--- src/design/dqci_pkg.sv ---
// ---------------------------------------------------------------------------
// dqci_pkg
// Shared widths, codes and slot arithmetic for the clamped-index deque.
// ---------------------------------------------------------------------------
package dqci_pkg;

   // Storage geometry
   localparam int DEPTH  = 16;
   localparam int SLOT_W = $clog2(DEPTH);
   localparam int CNT_W  = $clog2(DEPTH + 1);

   // Field widths
   localparam int DATA_W = 32;
   localparam int MODE_W = 3;
   localparam int POS_W  = 16;
   localparam int STAT_W = 2;

   typedef logic        [MODE_W-1:0] mode_type;
   typedef logic signed [DATA_W-1:0] data_type;
   typedef logic signed [POS_W-1:0]  pos_type;
   typedef logic        [CNT_W-1:0]  count_type;
   typedef logic        [STAT_W-1:0] status_type;
   typedef logic        [SLOT_W-1:0] slot_type;

   // Operation codes
   localparam mode_type MODE_PUSH_FRONT = 3'd0;
   localparam mode_type MODE_PUSH_BACK  = 3'd1;
   localparam mode_type MODE_POP_FRONT  = 3'd2;
   localparam mode_type MODE_POP_BACK   = 3'd3;
   localparam mode_type MODE_READ_IDX   = 3'd4;
   localparam mode_type MODE_WRITE_IDX  = 3'd5;

   // Status codes
   localparam status_type STAT_OK    = 2'd0;
   localparam status_type STAT_EMPTY = 2'd1;
   localparam status_type STAT_FULL  = 2'd2;

   // Ring slot that lies off entries after base, wrapped at DEPTH
   function automatic slot_type slot_add(input slot_type base, input slot_type off);
      logic [SLOT_W:0] sum;
      sum = {1'b0, base} + {1'b0, off};
      if (sum >= (SLOT_W + 1)'(DEPTH)) begin
         sum = sum - (SLOT_W + 1)'(DEPTH);
      end
      return sum[SLOT_W-1:0];
   endfunction

   // Ring slot just before base, wrapped at DEPTH
   function automatic slot_type slot_dec(input slot_type base);
      slot_type prev;
      if (base == '0) begin
         prev = SLOT_W'(DEPTH - 1);
      end else begin
         prev = base - 1'b1;
      end
      return prev;
   endfunction

endpackage

--- src/design/dqci_req_if.sv ---
// ---------------------------------------------------------------------------
// dqci_req_if
// Request channel: valid/ready handshake carrying one operation word.
// ---------------------------------------------------------------------------
interface dqci_req_if;
   logic               valid;
   logic               ready;
   dqci_pkg::mode_type mode;
   dqci_pkg::data_type value;
   dqci_pkg::pos_type  position;

   modport source (output valid, output mode, output value, output position, input ready);
   modport sink   (input valid, input mode, input value, input position, output ready);
endinterface

--- src/design/dqci_rsp_if.sv ---
// ---------------------------------------------------------------------------
// dqci_rsp_if
// Response channel: valid/ready handshake carrying one result word.
// ---------------------------------------------------------------------------
interface dqci_rsp_if;
   logic                 valid;
   logic                 ready;
   dqci_pkg::data_type   data;
   dqci_pkg::count_type  count;
   dqci_pkg::status_type status;

   modport source (output valid, output data, output count, output status, input ready);
   modport sink   (input valid, input data, input count, input status, output ready);
endinterface

--- src/design/deque_with_clamped_index.sv ---
// ---------------------------------------------------------------------------
// deque_with_clamped_index
// Bounded double-ended queue of signed 32-bit entries in a ring memory.
// ---------------------------------------------------------------------------
// One request word is taken at a time. Pushes, index writes, rejected
// operations and unused codes are done in the cycle the request is taken:
// the entry, if any, is written and the response word is loaded. Pops and
// index reads pass the entry through the memory read register and then
// into the response register. The response register lets a new request be
// taken in the same cycle that the previous response is drained. An index
// below zero selects the front entry, and one at or past the count selects
// the last.
module deque_with_clamped_index (
   input logic         clock,
   input logic         reset,
   dqci_req_if.sink    req_chan,
   dqci_rsp_if.source  rsp_chan
);

   typedef enum logic {
      ST_IDLE,
      ST_READ
   } state_type;

   // Ring storage, read data registered
   dqci_pkg::data_type mem [dqci_pkg::DEPTH];
   dqci_pkg::data_type rd_data_ff;

   state_type            state_ff, state_in;
   dqci_pkg::slot_type   front_ff, front_in;
   dqci_pkg::count_type  count_ff, count_in;
   logic                 rsp_valid_ff, rsp_valid_in;
   dqci_pkg::data_type   rsp_data_ff;
   dqci_pkg::count_type  rsp_count_ff;
   dqci_pkg::status_type rsp_status_ff;

   logic                 req_accept;
   logic                 is_full;
   logic                 is_empty;
   dqci_pkg::slot_type   last_off;
   dqci_pkg::slot_type   idx_off;
   dqci_pkg::slot_type   wr_addr;
   dqci_pkg::slot_type   rd_addr;
   logic                 wr_en;
   logic                 rd_en;
   dqci_pkg::status_type status_in;

   // Take a request when idle and the response register is free or draining
   assign req_chan.ready = (state_ff == ST_IDLE) && (!rsp_valid_ff || rsp_chan.ready);
   assign req_accept     = req_chan.valid && req_chan.ready;

   assign is_full  = (count_ff == dqci_pkg::CNT_W'(dqci_pkg::DEPTH));
   assign is_empty = (count_ff == '0);
   assign last_off = dqci_pkg::SLOT_W'(count_ff - 1'b1);

   // Clamp the signed position onto the held entries
   always_comb begin
      if (req_chan.position[dqci_pkg::POS_W-1]) begin
         idx_off = '0;
      end else if (req_chan.position >= dqci_pkg::POS_W'(count_ff)) begin
         idx_off = last_off;
      end else begin
         idx_off = req_chan.position[dqci_pkg::SLOT_W-1:0];
      end
   end

   // Decode the operation into memory accesses and pointer updates
   always_comb begin
      front_in  = front_ff;
      count_in  = count_ff;
      wr_en     = 1'b0;
      rd_en     = 1'b0;
      wr_addr   = dqci_pkg::slot_add(front_ff, dqci_pkg::SLOT_W'(count_ff));
      rd_addr   = front_ff;
      status_in = dqci_pkg::STAT_OK;
      case (req_chan.mode) inside
         dqci_pkg::MODE_PUSH_FRONT, dqci_pkg::MODE_PUSH_BACK: begin
            if (is_full) begin
               status_in = dqci_pkg::STAT_FULL;
            end else begin
               wr_en    = req_accept;
               count_in = count_ff + 1'b1;
               if (req_chan.mode == dqci_pkg::MODE_PUSH_FRONT) begin
                  front_in = dqci_pkg::slot_dec(front_ff);
                  wr_addr  = dqci_pkg::slot_dec(front_ff);
               end
            end
         end
         dqci_pkg::MODE_POP_FRONT, dqci_pkg::MODE_POP_BACK,
         dqci_pkg::MODE_READ_IDX, dqci_pkg::MODE_WRITE_IDX: begin
            if (is_empty) begin
               status_in = dqci_pkg::STAT_EMPTY;
            end else if (req_chan.mode == dqci_pkg::MODE_POP_FRONT) begin
               rd_en    = req_accept;
               front_in = dqci_pkg::slot_add(front_ff, dqci_pkg::SLOT_W'(1));
               count_in = count_ff - 1'b1;
            end else if (req_chan.mode == dqci_pkg::MODE_POP_BACK) begin
               rd_en    = req_accept;
               rd_addr  = dqci_pkg::slot_add(front_ff, last_off);
               count_in = count_ff - 1'b1;
            end else if (req_chan.mode == dqci_pkg::MODE_READ_IDX) begin
               rd_en   = req_accept;
               rd_addr = dqci_pkg::slot_add(front_ff, idx_off);
            end else begin
               wr_en   = req_accept;
               wr_addr = dqci_pkg::slot_add(front_ff, idx_off);
            end
         end
         default: begin
         end
      endcase
   end

   // Entry memory: one write port, one registered read port
   always_ff @(posedge clock) begin
      if (wr_en) begin
         mem[wr_addr] <= req_chan.value;
      end
      if (rd_en) begin
         rd_data_ff <= mem[rd_addr];
      end
   end

   // Next state: wait in ST_READ for memory data on pops and reads
   always_comb begin
      state_in = state_ff;
      unique case (state_ff)
         ST_IDLE: begin
            if (rd_en) begin
               state_in = ST_READ;
            end
         end
         ST_READ: begin
            state_in = ST_IDLE;
         end
         default: begin
            state_in = ST_IDLE;
         end
      endcase
   end

   // Hold a waiting response, load one on a finished request or memory data
   assign rsp_valid_in = (rsp_valid_ff && !rsp_chan.ready) || (req_accept && !rd_en) ||
                         (state_ff == ST_READ);

   // Hold state, pointers and the response register
   always_ff @(posedge clock) begin
      if (reset) begin
         state_ff     <= ST_IDLE;
         front_ff     <= '0;
         count_ff     <= '0;
         rsp_valid_ff <= 1'b0;
      end else begin
         state_ff     <= state_in;
         rsp_valid_ff <= rsp_valid_in;
         if (req_accept) begin
            front_ff      <= front_in;
            count_ff      <= count_in;
            rsp_count_ff  <= count_in;
            rsp_status_ff <= status_in;
            rsp_data_ff   <= '0;
         end
         if (state_ff == ST_READ) begin
            rsp_data_ff <= rd_data_ff;
         end
      end
   end

   assign rsp_chan.valid  = rsp_valid_ff;
   assign rsp_chan.data   = rsp_data_ff;
   assign rsp_chan.count  = rsp_count_ff;
   assign rsp_chan.status = rsp_status_ff;

endmodule

--- src/flat_wrapper.sv ---
// flat-port wrapper written by rule: the top's interface ports become plain ports
module deque_with_clamped_index_flat 
  (clock, reset, req_chan_valid, req_chan_mode, req_chan_value, req_chan_position, req_chan_ready, rsp_chan_valid, rsp_chan_data, rsp_chan_count, rsp_chan_status, rsp_chan_ready);
  dqci_req_if req_chan_i ();
  dqci_rsp_if rsp_chan_i ();
  input logic clock;
  input logic reset;
  input wire logic [$bits(req_chan_i.valid)-1:0] req_chan_valid;
  input wire logic [$bits(req_chan_i.mode)-1:0] req_chan_mode;
  input wire logic [$bits(req_chan_i.value)-1:0] req_chan_value;
  input wire logic [$bits(req_chan_i.position)-1:0] req_chan_position;
  output wire logic [$bits(req_chan_i.ready)-1:0] req_chan_ready;
  output wire logic [$bits(rsp_chan_i.valid)-1:0] rsp_chan_valid;
  output wire logic [$bits(rsp_chan_i.data)-1:0] rsp_chan_data;
  output wire logic [$bits(rsp_chan_i.count)-1:0] rsp_chan_count;
  output wire logic [$bits(rsp_chan_i.status)-1:0] rsp_chan_status;
  input wire logic [$bits(rsp_chan_i.ready)-1:0] rsp_chan_ready;
  assign req_chan_i.valid = req_chan_valid;
  assign req_chan_i.mode = req_chan_mode;
  assign req_chan_i.value = req_chan_value;
  assign req_chan_i.position = req_chan_position;
  assign req_chan_ready = req_chan_i.ready;
  assign rsp_chan_valid = rsp_chan_i.valid;
  assign rsp_chan_data = rsp_chan_i.data;
  assign rsp_chan_count = rsp_chan_i.count;
  assign rsp_chan_status = rsp_chan_i.status;
  assign rsp_chan_i.ready = rsp_chan_ready;
  deque_with_clamped_index u_core (.clock(clock), .reset(reset), .req_chan(req_chan_i), .rsp_chan(rsp_chan_i));
endmodule
--- config.mk ---
export PLATFORM = sky130hd
export DESIGN_NAME = deque_with_clamped_index_flat
export DESIGN_NICKNAME = d
export VERILOG_FILES = /design/src/design/dqci_pkg.sv /design/src/design/dqci_req_if.sv /design/src/design/dqci_rsp_if.sv /design/src/design/deque_with_clamped_index.sv /design/src/flat_wrapper.sv
export SDC_FILE = /design/constraint.sdc
export NUM_CORES = 1
export LEC_CHECK = 0
export ABC_CLOCK_PERIOD_IN_PS = 10200
export BUFFER_PORTS_ARGS = -buffer_cell sky130_fd_sc_hd__buf_2
export CORE_ASPECT_RATIO = 0.5
export CORE_MARGIN = 2
export CORE_UTILIZATION = 65
export CTS_CLUSTER_SIZE = 10
export DETAILED_ROUTE_END_ITERATION = 16
export PLACE_DENSITY = 0.84
export SLEW_MARGIN = 10
export SYNTH_ARGS = -nofsm -noshare
export SYNTH_HDL_FRONTEND = slang
export SYNTH_SLANG_ARGS = --single-unit
--- constraint.sdc ---
create_clock -name clock -period 10.2 [get_ports clock]
set_clock_uncertainty 0.2 [all_clocks]
set_input_delay 2.04 -clock clock [delete_from_list [all_inputs] [get_ports clock]]
set_output_delay 2.04 -clock clock [all_outputs]
set_load 0.005 [all_outputs]
==> metrics.yaml, run 1 <==
synthesis:
  synthFlopType: "edfxtp_1"
  ys_seq_area_frac: 0.712
  async_flop_share: 0
  synthCells: 1421
  synth_seq_cells: 594
  synth_cell_types: 56
  syn-num-nets: 1497
  synth_edf_count: 583
  synth_warnings: 0
  avgSynthCellArea_um2: 17.5
  syn_area_mm2: 0.0249
clocking:
  htreeDepth: 3
  clk_path_buf_depth: 3
  ctsHoldBuffers: 0
  numCtsBuffers: 69
  clkSlewWorstSetupHoldPaths_ns: 0.05
  post_cts_resize_count: 0
  tritoncts: "built"
  clock_tree.root_cell: "clkbuf_16"
  cts_sinks: 594
  clk_latency_ns: 0.60
  cts_setup_buffers: 0
final_layout:
  finalNonFillerCells: 2078
  fin_util: 0.739
  areaGrowthSynthToFinish_pct: 11.5
  nNetsFinal: 1624
  drive_above_1_share: 0.147
  layout_commonest_cell: "edfxtp_1"
  final_cell_mix: "edfxtp_1, mux2i_1, buf_2"
  fillCellCount: 2130
  n_antenna_cell: 0
timing:
  period_share: 0.687
  grt_setup_unrepaired: "false"
  fmax_mhz: 143
  tightest_slew_ns: 1.10
  setup_tns_ns: 0
  finalMaxSlewViolations: 0
  setup_viol: 0
  relSlewSlack: 0.268
  post-route-min-period_ns: 7.00
  setup_slack_ns: 3.20
  timing_hold_violations_final: 0
global_route:
  antenna_found_initial: 0
  gr-total-overflow: 0
  grt_max_degree: 129
  track_usage: 0.265
  first_global_vias: 13313
  grt_pass1_wl_um: 77900
place:
  hpwl_um: 26400
  port_buffers: 95
  pre_cts_ws_ns: 2.67
  globalplace.congestion: 0.882
  post-place-cells: 1997
critical_path:
  path_cells: "buf_2 > ha_1 > a21oi_1 > o21ai_0 > a31oi_1 > a21oi_1 > nor2_1 > ha_1 > a21o_1 > a21oi_1 > xnor2_1 > a2111oi_2 > o31ai_1 > o21ai_1 > and3_2"
  required_ns: 10.20
  slowest_stage: "and3_2"
  cp.arrival_ns: 7.01
  cp_max_fo: 32
  critPathLaunchType: "primary input"
  worstSetupPathType: "primary input to flop"
  critPathMostFrequentCell: "a21oi_1"
  critPathMaxStageDelay_ns: 1.09
  rr_worst_depth: 15
  cp-end-kind: "flop"
routing:
  routed_wl_um: 51900
  wl_met1_um: 21600
  dr_wl_met2_um: 25300
  wl_per_cell_um: 25.0
  dr.max_layer_used: "met4"
  drtAntennaViolNets: 0
  num_vias: 13066
  dr_wl_met3_um: 4010
  viasPerCell: 6.29
  drc: 0
  dr.first_iter.drc_count: 1480
  dr.pass1.iters: 5
die:
  core-area_mm2: 0.0376
  ios: 96
  die_w_um: 281
  dieHeight_um: 142
  dieArea_mm2: 0.0400
  rows: 50
  start_util: 0.663
run:
  cap_violations: 0
status:
  status: "finished clean"
pwr:
  ir_drop_mv: 0.114
  p_leak_nw: 11.8
  powerDensity_mw_per_mm2: 195
  p_total_mw: 5.41
min_path:
  hold_path_depth: 1
  hold_path_class: "flop to flop"
-- flip-flops by register name, summed over array words and instances, names as in the netlist --
signal,count
u_core.count_ff,5
u_core.rsp_chan.count,5
u_core.state_ff,1
u_core.rsp_chan.data,32
u_core.rsp_chan.status,2
u_core.rsp_chan.valid,1
u_core.front_ff,4
u_core.mem,512
u_core.rd_data_ff,32
-- power by group --
group	switching [mW]	total (mW)	internal, mW	leakage [nW]
combinational	0.315	0.526	0.211	5.48
sequential	0.0139	2.74	2.73	5.36
clock	0.896	2.14	1.24	0.919
total	1.23	5.41	4.18	11.8
-- metal layers --
metal	vias up	global-route usage
met5	-	0
met4	0	0.0782
met3	89	0.0484
met2	630	0.439
met1	6580	0.365
li1	5767	-
-- kinds of logic (layout without fill, tap and decap cells) --
kind of cell,Yosys count,in the layout,share of synthesized area
flip-flops,594,594,0.712
multiplexers,485,485,0.195
AND/OR/NAND/NOR,142,142,0.0302
buffers and inverters,81,218,0.0237
AO/OA/AOI/OAI,79,79,0.0216
adder cells (fa/ha/maj),21,21,0.0115
XOR/XNOR,19,19,0.00668
-- worst paths after layout --
path | start | endpoint | slack, ns
max reg2reg | u_core.count_ff[2] | u_core.mem[13][15] | 3.90
min | u_core.rd_data_ff[8] | u_core.rsp_chan.data[8] | 0.32
max | req_chan_position[2] | u_core.mem[13][15] | 3.20
min reg2reg | u_core.rd_data_ff[8] | u_core.rsp_chan.data[8] | 0.32
-- area by class of cell --
class                           count  area, um^2  area share
Clock inverter                      6        98.8     0.00356
Tap cell                          520         651      0.0234
Inverter                           14        52.6     0.00189
Sequential cell                   594       17700       0.638
Clock buffer                       75        1790      0.0645
Multi-Input combinational cell    746        6740       0.243
Timing Repair Buffer              123         711      0.0256
-- through the flow --
step | hold slack, ns | area, um^2
floorplan | 0.303 | 24900
global placement | 0.308 | 25900
detailed placement | 0.311 | 25900
CTS | 0.324 | 27800
global route | 0.342 | 27800
finish | 0.322 | 27800
-- critical path, delay by kind of cell --
| kind | cells | cell delay (ns) |
|---|---|---|
| AOI/OAI and AO/OA | 9 | 2.86 |
| xor gates and xnor gates | 1 | 0.13 |
| buffers and inverters | 1 | 0.11 |
| and+or+nand+nor | 2 | 1.27 |
| adders and majority gates | 2 | 0.57 |
-- cells in the mapped netlist, types with 4 or more instances --
cell / instances / area [um^2]
a311oi_1: 4 / 35.0
inv_1: 14 / 52.6
buf_6: 34 / 383
o21ai_0: 14 / 70.1
mux2i_1: 485 / 4850
clkbuf_1: 10 / 37.5
a21o_1: 4 / 30.0
and3_1: 4 / 25.0
nor3_1: 9 / 45.0
xor2_1: 8 / 70.1
nor2_1: 33 / 124
nand2_1: 30 / 113
dfxtp_1: 11 / 220
buf_2: 20 / 100
a211oi_1: 6 / 45.0
nand3_1: 6 / 30.0
o211ai_1: 5 / 37.5
xnor2_1: 11 / 96.3
o31ai_1: 4 / 30.0
ha_1: 18 / 225
a21oi_1: 19 / 95.1
and2_1: 33 / 206
nand2b_1: 5 / 31.3
edfxtp_1: 583 / 17500
nand4_1: 4 / 25.0
Note: power is estimated with default switching activity, not from simulation.
==> inputs of run 2 (changes only) <==
--- a/config.mk
+++ b/config.mk
@@ -5,14 +5,15 @@
 export SDC_FILE = /design/constraint.sdc
 export NUM_CORES = 1
 export LEC_CHECK = 0
-export ABC_CLOCK_PERIOD_IN_PS = 10200
+export ABC_AREA = 1
+export ABC_CLOCK_PERIOD_IN_PS = 7300
 export BUFFER_PORTS_ARGS = -buffer_cell sky130_fd_sc_hd__buf_2
 export CORE_ASPECT_RATIO = 0.5
 export CORE_MARGIN = 2
-export CORE_UTILIZATION = 65
+export CORE_UTILIZATION = 62
 export CTS_CLUSTER_SIZE = 10
 export DETAILED_ROUTE_END_ITERATION = 16
-export PLACE_DENSITY = 0.84
+export PLACE_DENSITY = 0.81
 export SLEW_MARGIN = 10
 export SYNTH_ARGS = -nofsm -noshare
 export SYNTH_HDL_FRONTEND = slang
==> constraint.sdc (replaced) <==
create_clock -name clock -period 7.3 [get_ports clock]
set_clock_uncertainty 0.2 [all_clocks]
set_input_delay 1.46 -clock clock [delete_from_list [all_inputs] [get_ports clock]]
set_output_delay 1.46 -clock clock [all_outputs]
set_load 0.005 [all_outputs]
==> run 2 against run 1 <==
Hold slack got worse by 0.021 ns. Design area increased by 4.0%. Cell count increased by 45%. Non-clock buffer count increased by 6. Global-route usage increased by 2.6 points. Clock power increased by 37%. Largest cell class unchanged.
==> metrics.yaml, run 2 <==
critical_path:
  rr_worst_depth: 15  # unchanged
  worstSetupPathType: "primary input to flop"
  critPathMaxStageDelay_ns: 0.89  # -0.20 ns
  r2r_end: "u_core.mem[2][1]"
  cp_max_fo: 21  # -34%
  required_ns: 7.38  # -2.82 ns
  critical-path-top-delay-family: "simple AND/OR/NAND/NOR gates"
  crit_buf_inv: 2  # +1
  cp.arrival_ns: 5.50  # -1.51 ns
  reg2reg_from: "u_core.count_ff[2]"
  path_cells: "buf_2 > ha_1 > nand4_1 > nor2_1 > nor2_1 > nand2_1 > o21ai_0 > a21oi_1 > ha_1 > fa_1 > o22ai_1 > a21oi_1 > nand3_1 > nor2_4 > buf_4"
  r2r_slack_ns: 2.16  # -1.74 ns
  critPathLaunchType: "primary input"
  cp-end-kind: "flop"
  slowest_stage: "nor2_4"
timing:
  setup_viol: 0  # unchanged
  fmax_mhz: 184
  tightest_slew_ns: 1.22  # +0.119 ns
  relSlewSlack: 0.187  # -0.0809
  grt_setup_unrepaired: "false"
  timing_hold_violations_final: 0  # unchanged
  post-route-min-period_ns: 5.42
  finalHoldWorstSlack_ns: 0.301  # -0.0212 ns
  period_share: 0.743
  setup_tns_ns: 0  # unchanged
  finalMaxSlewViolations: 0  # unchanged
final_layout:
  n_antenna_cell: 0  # unchanged
  nNetsFinal: 2529  # +56%
  final_cell_mix: "nand2_1, edfxtp_1, inv_1"
  fin_area_mm2: 0.0289  # +4.0%
  layout_commonest_cell: "nand2_1"
  fillCellCount: 2783  # +31%
  drive_above_1_share: 0.0979  # -0.0491
  top_register: "u_core.mem"
  areaGrowthSynthToFinish_pct: 10.4
  largest_reg_flops: 512  # unchanged
die:
  start_util: 0.626  # -0.0365
  ios: 96  # unchanged
  dieHeight_um: 149  # +4.8%
  dieArea_mm2: 0.0440  # +9.9%
  core-area_mm2: 0.0418  # +11%
  rows: 53  # +6.0%
  die_w_um: 294  # +4.9%
clocking:
  clk_path_buf_depth: 3  # unchanged
  cts_setup_buffers: 0  # unchanged
  cts_sinks: 594  # unchanged
  clkSlewWorstSetupHoldPaths_ns: 0.05  # about the same
  ctsHoldBuffers: 0  # unchanged
  post_cts_resize_count: 0  # unchanged
  clock_tree.root_cell: "clkbuf_16"
  tritoncts: "built"
  htreeDepth: 3  # unchanged
  clk_latency_ns: 0.59  # about the same
  numCtsBuffers: 69  # unchanged
min_path:
  holdPathEnd: "u_core.rsp_chan.data[1]"
  hold_path_depth: 2  # +1
  min_from: "u_core.rd_data_ff[1]"
  hold_path_class: "flop to flop"
synthesis:
  synth_cell_types: 38  # -32%
  synth_warnings: 0  # unchanged
  synthFlopType: "edfxtp_1"
  ys_seq_area_frac: 0.678  # -0.0339
  synth_top_area_frac: 0.669  # -0.0335
  syn_area_mm2: 0.0262  # +5.0%
  yosysMostFrequentCell: "nand2_1"
  yosys-top-cells-count: "nand2_1, edfxtp_1, inv_1"
  synth_area_leader_cell: "edfxtp_1"
  synth.area.top_cells: "edfxtp_1, nand2_1, inv_1"
  syn-num-nets: 2460  # +64%
  async_flop_share: 0  # unchanged
  synth_seq_cells: 594  # unchanged
  synth_edf_count: 583  # unchanged
  synthCells: 2384  # +68%
  avgSynthCellArea_um2: 11.0  # -37%
place:
  port_buffers: 95  # unchanged
  hpwl_um: 34000  # +29%
  post_dp_cell_area_mm2: 0.0271  # +4.6%
  globalplace.congestion: 0.934  # +6.0%
routing:
  dr.first_iter.drc_count: 2313  # +56%
  routed_wl_um: 62900  # +21%
  wl_per_cell_um: 20.9  # -16%
  viasPerCell: 5.93  # -5.7%
  drc: 0  # unchanged
  dr.pass1.iters: 6  # +1
  drtAntennaViolNets: 0  # unchanged
  num_vias: 17855  # +37%
pwr:
  p_leak_nw: 11.9  # +1.4%
  ir_drop_mv: 0.192  # +69%
  powerDensity_mw_per_mm2: 279  # +43%
global_route:
  track_usage: 0.291  # +0.0257
  grt_max_degree: 125  # -3.1%
  grt_pass1_wl_um: 95800  # +23%
  first_global_vias: 17280  # +30%
  gr-total-overflow: 0  # unchanged
  antenna_found_initial: 0  # unchanged
status:
  status: "finished clean"
run:
  cap_violations: 0  # unchanged
==> run 2: cell types whose count changed after synthesis, sizes merged, moves of 9 or more <==
cell / previous run / this run
nand2: 30 / 866
nand3: 6 / 185
inv: 14 / 269
o211ai: 5 / 128
nor2: 33 / 44
nand3b: 1 / 66
clkbuf: 11 / 20
and2: 33 / 1
buf: 56 / 111
mux2i: 485 / 0
==> run 2: logic make-up (layout without fill, tap and decap cells) <==
group / after synthesis / in the layout / share of synthesized area
adder cells (fa/ha/maj): 21 / 21 / 0.0109
XOR/XNOR: 13 / 13 / 0.00435
buffers and inverters: 401 / 478 / 0.0695
AO/OA/AOI/OAI: 183 / 183 / 0.0483
AND/OR/NAND/NOR: 1172 / 1172 / 0.189
flip-flops: 594 / 594 / 0.678
==> run 2: worst max path at each step <==
stage          depth (start not counted)  slack (ns)                  from           endpoint
6_report                              15        1.88  req_chan_position[1]   u_core.mem[2][1]
4_1_cts                               15        2.02  req_chan_position[1]   u_core.mem[2][7]
3_3_place_gp                          15        1.55  req_chan_position[2]  u_core.mem[2][31]
3_5_place_dp                          16        1.44  req_chan_position[1]  u_core.mem[2][29]
2_1_floorplan                         14        1.76  req_chan_position[1]   u_core.mem[0][0]
5_1_grt                               16        1.71  req_chan_position[1]   u_core.mem[2][7]
==> run 2: power by group <==
group	switching (mW)	total (mW)	internal, mW
Combinational	0.915	1.28	0.362
Sequential	0.0214	3.84	3.82
Clock	1.24	2.93	1.68
Total	2.18	8.05	5.87
==> run 2: layout make-up <==
type | count | area, um^2 | area share
repair buffers | 129 | 831 | 0.0288
flip-flops and latches | 594 | 17700 | 0.614
clock inverters | 6 | 63.8 | 0.00221
well taps | 550 | 688 | 0.0238
inverters | 270 | 1010 | 0.0351
clock buffers | 73 | 1740 | 0.0603
multi-input cells | 1389 | 6800 | 0.236
==> run 2: tightest hold or removal path, delay by kind of cell, from the launching register on <==
| family | cells | cell delay [ns] |
|---|---|---|
| buffers and inverters | 1 | 0.04 |
| DFF | 1 | 0.31 |
| and+or+nand+nor | 1 | 0.05 |
==> run 2: per-layer routing <==
metal	wire length (um)	up-vias	global-route usage
li1	-	8156	-
met5	0	-	0
met1	24900	8410	0.402
met2	28500	1113	0.452
met3	7530	176	0.0724
met4	1990	0	0.108
==> run 2: through the flow <==
step           worst slack, ns   util  std cells  total power, mW
2_1_floorplan             1.76      -       2384             4.82
3_3_place_gp              1.55  0.648       2932             5.11
3_5_place_dp              1.44  0.648       2932             5.15
4_1_cts                   2.02  0.691       3011             8.04
5_1_grt                   1.71  0.691       3011             8.34
6_report                  1.88  0.691       3011             8.05
